--- src/rtl/rtc_pkg.sv ---
// ----------------------------------------------------------------------------
// RGB to CMYK converter package
// Shared widths, payload types and pipeline constants.
// ----------------------------------------------------------------------------
package rtc_pkg;

    localparam int PIX_W      = 8;
    localparam int NUM_W      = 17;
    localparam int DEN_W      = PIX_W + 1;
    localparam int DIV_STAGES = PIX_W;
    localparam int LANES      = 3;

    // One prep stage plus one stage per quotient bit inside each lane.
    localparam int LANE_STAGES = DIV_STAGES + 1;
    // Max stage, lane stages, output register.
    localparam int PIPE_DEPTH  = LANE_STAGES + 2;

    typedef logic [PIX_W-1:0] pix_t;
    typedef logic [NUM_W-1:0] num_t;
    typedef logic [DEN_W-1:0] den_t;

    localparam pix_t FULL_SCALE = 8'd255;

    typedef enum logic [1:0] {
        LANE_CYAN    = 2'd0,
        LANE_MAGENTA = 2'd1,
        LANE_YELLOW  = 2'd2
    } lane_sel_t;

    typedef struct packed {
        pix_t red;
        pix_t green;
        pix_t blue;
    } rgb_t;

    typedef struct packed {
        pix_t cyan;
        pix_t magenta;
        pix_t yellow;
        pix_t key_black;
    } cmyk_t;

endpackage

--- src/rtl/rtc_rgb_if.sv ---
// ----------------------------------------------------------------------------
// RGB pixel channel
// Valid/ready channel that carries one RGB pixel per request.
// ----------------------------------------------------------------------------
interface rtc_rgb_if;

    logic          valid;
    logic          ready;
    rtc_pkg::pix_t red_in;
    rtc_pkg::pix_t green_in;
    rtc_pkg::pix_t blue_in;

    modport source
    (
        output valid,
        output red_in,
        output green_in,
        output blue_in,
        input  ready
    );

    modport sink
    (
        input  valid,
        input  red_in,
        input  green_in,
        input  blue_in,
        output ready
    );

endinterface

// ----------------------------------------------------------------------------
// CMYK result channel
// Valid/ready channel that carries one CMYK result per request.
// ----------------------------------------------------------------------------
interface rtc_cmyk_if;

    logic          valid;
    logic          ready;
    rtc_pkg::pix_t cyan_out;
    rtc_pkg::pix_t magenta_out;
    rtc_pkg::pix_t yellow_out;
    rtc_pkg::pix_t key_black_out;

    modport source
    (
        output valid,
        output cyan_out,
        output magenta_out,
        output yellow_out,
        output key_black_out,
        input  ready
    );

    modport sink
    (
        input  valid,
        input  cyan_out,
        input  magenta_out,
        input  yellow_out,
        input  key_black_out,
        output ready
    );

endinterface

--- src/rtl/rtc_max_stage.sv ---
// ----------------------------------------------------------------------------
// Max channel stage
// Registers the pixel together with its largest channel.
// ----------------------------------------------------------------------------
module rtc_max_stage
(
    input  logic          clk,
    input  logic          en,
    input  rtc_pkg::rgb_t pixel,
    output rtc_pkg::pix_t w,
    output rtc_pkg::rgb_t pixel_q
);
    import rtc_pkg::*;

    pix_t w_reg;
    pix_t w_next;
    rgb_t pixel_reg;

    always_comb
    begin
        w_next = pixel.red;
        if (pixel.green > w_next)
        begin
            w_next = pixel.green;
        end
        if (pixel.blue > w_next)
        begin
            w_next = pixel.blue;
        end
    end

    always_ff @(posedge clk)
    begin
        if (en)
        begin
            w_reg     <= w_next;
            pixel_reg <= pixel;
        end
    end

    assign w       = w_reg;
    assign pixel_q = pixel_reg;

endmodule

--- src/rtl/rtc_lane.sv ---
// ----------------------------------------------------------------------------
// Ink fraction lane
// Pipelined restoring divider for round(255*(W-ch)/W), one quotient bit
// per stage.
// ----------------------------------------------------------------------------
module rtc_lane
(
    input  logic                                clk,
    input  logic [rtc_pkg::LANE_STAGES-1:0]     en,
    input  rtc_pkg::pix_t                       w,
    input  rtc_pkg::pix_t                       ch,
    output rtc_pkg::pix_t                       q
);
    import rtc_pkg::*;

    num_t rem_reg [0:DIV_STAGES];
    den_t den_reg [0:DIV_STAGES-1];
    pix_t quo_reg [0:DIV_STAGES];

    pix_t diff;
    num_t num_next;
    den_t den_next;

    // Half-up rounding folded into the dividend: (510*d + W) / (2*W).
    always_comb
    begin
        diff     = w - ch;
        num_next = (NUM_W'(diff) << 9) - (NUM_W'(diff) << 1) + NUM_W'(w);
        den_next = {w, 1'b0};
    end

    always_ff @(posedge clk)
    begin
        if (en[0])
        begin
            rem_reg[0] <= num_next;
            den_reg[0] <= den_next;
            quo_reg[0] <= '0;
        end
    end

    for (genvar k = 0; k < DIV_STAGES; k++)
    begin : g_div
        localparam int BIT = DIV_STAGES - 1 - k;

        num_t den_sh;
        logic take;
        num_t rem_next;
        pix_t quo_next;

        always_comb
        begin
            den_sh   = NUM_W'(den_reg[k]) << BIT;
            take     = (rem_reg[k] >= den_sh);
            rem_next = take ? (rem_reg[k] - den_sh) : rem_reg[k];
            quo_next = quo_reg[k];
            quo_next[BIT] = take;
        end

        always_ff @(posedge clk)
        begin
            if (en[k+1])
            begin
                rem_reg[k+1] <= rem_next;
                quo_reg[k+1] <= quo_next;
            end
        end

        if (k < DIV_STAGES - 1)
        begin : g_den
            always_ff @(posedge clk)
            begin
                if (en[k+1])
                begin
                    den_reg[k+1] <= den_reg[k];
                end
            end
        end
    end

    assign q = quo_reg[DIV_STAGES];

endmodule

--- src/rtl/rtc_merge.sv ---
// ----------------------------------------------------------------------------
// Result merge stage
// Combines the three lane quotients with the black level into the output
// register.
// ----------------------------------------------------------------------------
module rtc_merge
(
    input  logic                          clk,
    input  logic                          en,
    input  rtc_pkg::pix_t                 lane_q [rtc_pkg::LANES],
    input  rtc_pkg::pix_t                 w,
    output rtc_pkg::cmyk_t                result
);
    import rtc_pkg::*;

    cmyk_t result_reg;
    cmyk_t result_next;
    logic  black_px;

    // A black pixel never reaches a valid division; its inks are forced off.
    always_comb
    begin
        black_px                = (w == '0);
        result_next.cyan        = black_px ? '0 : lane_q[LANE_CYAN];
        result_next.magenta     = black_px ? '0 : lane_q[LANE_MAGENTA];
        result_next.yellow      = black_px ? '0 : lane_q[LANE_YELLOW];
        result_next.key_black   = FULL_SCALE - w;
    end

    always_ff @(posedge clk)
    begin
        if (en)
        begin
            result_reg <= result_next;
        end
    end

    assign result = result_reg;

endmodule

--- src/rtl/rgb_to_cmyk_pixel_converter.sv ---
// A request passes the max stage, the lane stages and the output register.
// Throughput: one pixel per cycle unless the output stalls; three divider
// lanes of 8 one-bit stages each run side by side and set the latency.
// A bubble anywhere in the pipeline lets a new request in while the output
// is stalled.
// Reset (rst_n low, asynchronous) empties the pipeline; no result is valid.
// ----------------------------------------------------------------------------
// RGB to CMYK pixel converter
// Max channel stage, three pipelined ink lanes and a merge/output stage.
// ----------------------------------------------------------------------------
module rgb_to_cmyk_pixel_converter
(
    input  logic              clk,
    input  logic              rst_n,
    rtc_rgb_if.sink           rgb,
    rtc_cmyk_if.source        cmyk
);
    import rtc_pkg::*;

    logic [PIPE_DEPTH-1:0] valid_reg;
    logic [PIPE_DEPTH-1:0] valid_next;
    logic [PIPE_DEPTH-1:0] adv;

    rgb_t  pixel;
    rgb_t  pixel_q;
    pix_t  w_max;
    pix_t  w_line_reg [1:LANE_STAGES];
    pix_t  lane_q     [LANES];
    cmyk_t result;

    // A stage may load when it is empty or its contents move on.
    always_comb
    begin
        adv[PIPE_DEPTH-1] = !valid_reg[PIPE_DEPTH-1] || cmyk.ready;
        for (int s = PIPE_DEPTH - 2; s >= 0; s--)
        begin
            adv[s] = !valid_reg[s] || adv[s+1];
        end
        valid_next[0] = adv[0] ? rgb.valid : valid_reg[0];
        for (int s = 1; s < PIPE_DEPTH; s++)
        begin
            valid_next[s] = adv[s] ? valid_reg[s-1] : valid_reg[s];
        end
    end

    always_ff @(posedge clk or negedge rst_n)
    begin
        if (!rst_n)
        begin
            valid_reg <= '0;
        end
        else
        begin
            valid_reg <= valid_next;
        end
    end

    assign pixel.red   = rgb.red_in;
    assign pixel.green = rgb.green_in;
    assign pixel.blue  = rgb.blue_in;

    rtc_max_stage u_max
    (
        .clk     (clk),
        .en      (adv[0]),
        .pixel   (pixel),
        .w       (w_max),
        .pixel_q (pixel_q)
    );

    rtc_lane u_lane_c
    (
        .clk (clk),
        .en  (adv[LANE_STAGES:1]),
        .w   (w_max),
        .ch  (pixel_q.red),
        .q   (lane_q[LANE_CYAN])
    );

    rtc_lane u_lane_m
    (
        .clk (clk),
        .en  (adv[LANE_STAGES:1]),
        .w   (w_max),
        .ch  (pixel_q.green),
        .q   (lane_q[LANE_MAGENTA])
    );

    rtc_lane u_lane_y
    (
        .clk (clk),
        .en  (adv[LANE_STAGES:1]),
        .w   (w_max),
        .ch  (pixel_q.blue),
        .q   (lane_q[LANE_YELLOW])
    );

    // The largest channel rides alongside the lanes for the merge stage.
    always_ff @(posedge clk)
    begin
        if (adv[1])
        begin
            w_line_reg[1] <= w_max;
        end
    end

    for (genvar s = 2; s <= LANE_STAGES; s++)
    begin : g_wline
        always_ff @(posedge clk)
        begin
            if (adv[s])
            begin
                w_line_reg[s] <= w_line_reg[s-1];
            end
        end
    end

    rtc_merge u_merge
    (
        .clk    (clk),
        .en     (adv[PIPE_DEPTH-1]),
        .lane_q (lane_q),
        .w      (w_line_reg[LANE_STAGES]),
        .result (result)
    );

    assign rgb.ready           = adv[0];
    assign cmyk.valid          = valid_reg[PIPE_DEPTH-1];
    assign cmyk.cyan_out       = result.cyan;
    assign cmyk.magenta_out    = result.magenta;
    assign cmyk.yellow_out     = result.yellow;
    assign cmyk.key_black_out  = result.key_black;

endmodule

--- src/flat_wrapper.sv ---
// flat-port wrapper written by rule: the top's interface ports become plain ports
module rgb_to_cmyk_pixel_converter_flat import rtc_pkg::*;
  (clk, rst_n, rgb_valid, rgb_red_in, rgb_green_in, rgb_blue_in, rgb_ready, cmyk_valid, cmyk_cyan_out, cmyk_magenta_out, cmyk_yellow_out, cmyk_key_black_out, cmyk_ready);
  rtc_rgb_if rgb_i ();
  rtc_cmyk_if cmyk_i ();
  input  logic clk;
  input  logic rst_n;
  input wire logic [$bits(rgb_i.valid)-1:0] rgb_valid;
  input wire logic [$bits(rgb_i.red_in)-1:0] rgb_red_in;
  input wire logic [$bits(rgb_i.green_in)-1:0] rgb_green_in;
  input wire logic [$bits(rgb_i.blue_in)-1:0] rgb_blue_in;
  output wire logic [$bits(rgb_i.ready)-1:0] rgb_ready;
  output wire logic [$bits(cmyk_i.valid)-1:0] cmyk_valid;
  output wire logic [$bits(cmyk_i.cyan_out)-1:0] cmyk_cyan_out;
  output wire logic [$bits(cmyk_i.magenta_out)-1:0] cmyk_magenta_out;
  output wire logic [$bits(cmyk_i.yellow_out)-1:0] cmyk_yellow_out;
  output wire logic [$bits(cmyk_i.key_black_out)-1:0] cmyk_key_black_out;
  input wire logic [$bits(cmyk_i.ready)-1:0] cmyk_ready;
  assign rgb_i.valid = rgb_valid;
  assign rgb_i.red_in = rgb_red_in;
  assign rgb_i.green_in = rgb_green_in;
  assign rgb_i.blue_in = rgb_blue_in;
  assign rgb_ready = rgb_i.ready;
  assign cmyk_valid = cmyk_i.valid;
  assign cmyk_cyan_out = cmyk_i.cyan_out;
  assign cmyk_magenta_out = cmyk_i.magenta_out;
  assign cmyk_yellow_out = cmyk_i.yellow_out;
  assign cmyk_key_black_out = cmyk_i.key_black_out;
  assign cmyk_i.ready = cmyk_ready;
  rgb_to_cmyk_pixel_converter u_core (.clk(clk), .rst_n(rst_n), .rgb(rgb_i), .cmyk(cmyk_i));
endmodule
--- config.mk ---
export PLATFORM = sky130hd
export DESIGN_NAME = rgb_to_cmyk_pixel_converter_flat
export DESIGN_NICKNAME = d
export VERILOG_FILES = /design/src/rtl/rtc_pkg.sv /design/src/rtl/rtc_rgb_if.sv /design/src/rtl/rtc_max_stage.sv /design/src/rtl/rtc_lane.sv /design/src/rtl/rtc_merge.sv /design/src/rtl/rgb_to_cmyk_pixel_converter.sv /design/src/flat_wrapper.sv
export SDC_FILE = /design/constraint.sdc
export NUM_CORES = 1
export LEC_CHECK = 0
export BUFFER_PORTS_ARGS = -buffer_cell sky130_fd_sc_hd__buf_2
export CORE_MARGIN = 2
export CORE_UTILIZATION = 63
export CTS_CLUSTER_SIZE = 25
export DETAILED_ROUTE_END_ITERATION = 6
export PLACE_DENSITY = 0.8
export SLEW_MARGIN = 40
export SYNTH_ARGS = -nofsm -noshare
export SYNTH_HDL_FRONTEND = slang
export SYNTH_SLANG_ARGS = --single-unit
--- constraint.sdc ---
create_clock -name clk -period 5.8 [get_ports clk]
set_input_delay 0.87 -clock clk [delete_from_list [all_inputs] [get_ports clk]]
set_output_delay 0.87 -clock clk [all_outputs]
set_load 0.1 [all_outputs]
==> results.toml <==
[status]
outcome = "finished clean"

[synth]
synth_area_leaders = "edfxtp_1 56%, ha_1 9.2%, o21ai_0 2.9%"
synthFlopType = "edfxtp_1"
netlist_area_mm2 = 0.0338
synthTopCellsByCount = "628 x edfxtp_1, 250 x ha_1, 223 x inv_1"
ys_seq_elements = 639
async_reset_ff_share_pct = 1.72
synth_fp_nets = 3107
synth_edf_count = 628
synth_top_cell_area_share_pct = 55.7
synth_cell_types = 70
synth_top_area_cell = "edfxtp_1"
yosys_warnings = 0
ys_seq_area_share_pct = 56.5
syn_avg_cell_area_um2 = 12.1
yosysMostFrequentCell = "edfxtp_1"
syn_inst = 2805

[sta]
hold_violations = 0
slew_viol_final = 0
rsz0062_at_grt = "no"
fin_crit_ns = 4.38
max_clock_freq_mhz = 228
fin_skew_ns = 0.0163
slew_headroom_pct = 48.1
setup_violations = 0
setup_tns_ns = 0
final.period_utilization_pct = 75.5
fin_ws_ns = 1.42
worst_slew_pin_slew_ns = 0.776

[global_routing]
grt_max_degree = 72
grt_pass1_wl_mm = 114
antenna_found_initial = 0
grt_use_total_pct = 26.3
grt_overflow_total = 0
first_global_vias = 22238

[cts]
clockRootBuffer = "clkbuf_16"
cts_setup_buffers = 0
cts_htree_levels = 3
numCtsBuffers = 67
clkSlewWorstSetupHoldPaths_ns = 0.06
clk_latency_ns = 0.60
cts_buffer_depth = 3
cts-hold-fix-buffers = 0
ctsResizeCount = 0
cts_tree = "yes"
clock_sinks = 639

[worst_setup_path]
reg2reg_from = "u_core.u_max.w[1]"
start_kind = "input pin"
r2r_slack_ns = 1.88
crit_start = "cmyk_ready"
crit_required_ns = 4.93
cp_data_arrival_time_ns = 3.51
path_cells = "buf_2, nor2b_1, nand2_1, buf_4, nor2_1, and2_1, clkinvlp_4, nor2_1, and2_1, nand2_1, buf_4, buf_2"
cpPeakStageDelay_ns = 0.36
crit_fanout = 34
critical_path_class = "input pin to primary output"
reg2reg_to = "u_core.u_lane_y.rem_reg[0][13]"
crit_slowest_cell = "buf_2"
r2r_cells = 14
endpoint_kind = "primary output"

[power]
ir_drop_mv = 0.419
power_frac_comb_pct = 43.5
intPower_mw = 15.1
power.leakage_nw = 14.5
power.density_mw_per_mm2 = 644
p_clk_share_pct = 17.3
netSwitchingPower_mw = 8.93
p_seq_share_pct = 39.2
swShare_pct = 37.2

[floorplanning]
coreArea_mm2 = 0.0529
die_w_um = 236
rows = 84
initial_utilization_pct = 64.0
dieHeight_um = 236
num_io_pins = 62
dieArea_mm2 = 0.0556

[finish]
diodes = 0
final_layout_size_suffix_gt1_share_pct = 8.82
nets = 3225
synthToLayoutAreaGrowth_pct = 10.1
n_fill_cell = 3598
largest_reg_flops = 135

[hold_path]
hold_path_class = "input pin to asynchronous set/reset pin"

[drt]
dr.pass1.iters = 7
wire_per_inst_um = 19.7
remaining_drc_errors = 0
num_vias = 21770
ant_nets = 0
drt_iter0_drc = 1421
wl_mm = 72.0
via_per_inst = 5.95

[place]
portBuffers = 61
place_ws_ns = 1.45
dp_hpwl_mm = 55.5
gp_congestion = 0.964

[flow_run]
maxCapViolCount = 0
logic make-up after synthesis:
kind of cell,Yosys count,synth area share [%]
compound gates,575,10.5
xor+xnor,192,4.97
fa+ha+maj,274,10.7
buf+inv,251,2.83
flops,639,56.5
mux,82,2.63
simple gates,792,11.9
cells in the final DEF (no fill, tap or decap), types with 69 or more instances in the layout:
master / count
o21ai_0: 193
clkbuf_16: 69
nor2b_1: 72
inv_1: 219
nand2_1: 157
nor2_1: 200
ha_1: 250
xnor2_1: 107
xor2_1: 84
a21oi_1: 139
edfxtp_1: 628
through the flow:
| stage | hold slack [ns] | instances | power (mW) | cell area (um^2) | utilization (%) |
|---|---|---|---|---|---|
| 2_1_floorplan | 0.400 | 2805 | 17.0 | 33800 | - |
| 3_3_place_gp | 0.401 | 3540 | 19.2 | 35000 | 66.2 |
| 3_5_place_dp | 0.405 | 3542 | 19.6 | 35100 | 66.4 |
| 4_1_cts | 0.120 | 3660 | 23.9 | 37200 | 70.4 |
| 5_1_grt | 0.135 | 3660 | 25.7 | 37300 | 70.5 |
| 6_report | 0.146 | 3660 | 24.0 | 37300 | 70.5 |
power by group through the flow:
| stage | Combinational, mW | Clock (mW) | Sequential, mW |
|---|---|---|---|
| floorplan | 7.89 | 0 | 9.11 |
| global placement | 9.81 | 0 | 9.37 |
| detailed placement | 10.2 | 0 | 9.45 |
| CTS | 10.3 | 4.23 | 9.38 |
| global route | 11.6 | 4.43 | 9.60 |
| finish | 10.4 | 4.16 | 9.40 |
cell type report:
| class | instances | area (um^2) | area share (%) |
|---|---|---|---|
| inverters | 224 | 846 | 2.27 |
| well taps | 688 | 861 | 2.31 |
| repair buffers | 76 | 450 | 1.21 |
| multi-input cells | 1915 | 13800 | 37.1 |
| flip-flops and latches | 639 | 19100 | 51.4 |
| clock buffers | 89 | 1850 | 4.97 |
| clock inverters | 29 | 293 | 0.786 |
how the worst max path moves through the flow:
stage                      to  slack (ns)  depth (start not counted)
finish              rgb_ready        1.42                         12
global route        rgb_ready        1.12                         11
CTS                 rgb_ready        1.39                         11
detailed placement  rgb_ready        1.45                         12
global placement    rgb_ready        1.52                         12
floorplan           rgb_ready        0.09                          8
per-layer routing:
metal	vias up	track usage [%]	part of all wire, %
met5	-	0	0
met4	0	16.5	6.9
met3	231	3.52	3.3
met2	596	50.4	54
met1	10325	26.8	36
li1	10618	-	-
worst max-delay path: cells and delay by family:
family,cells,cell delay (ns)
and+or+nand+nor,7,1.45
buffers and inverters,5,1.14
(Power assumes the default switching activity.)
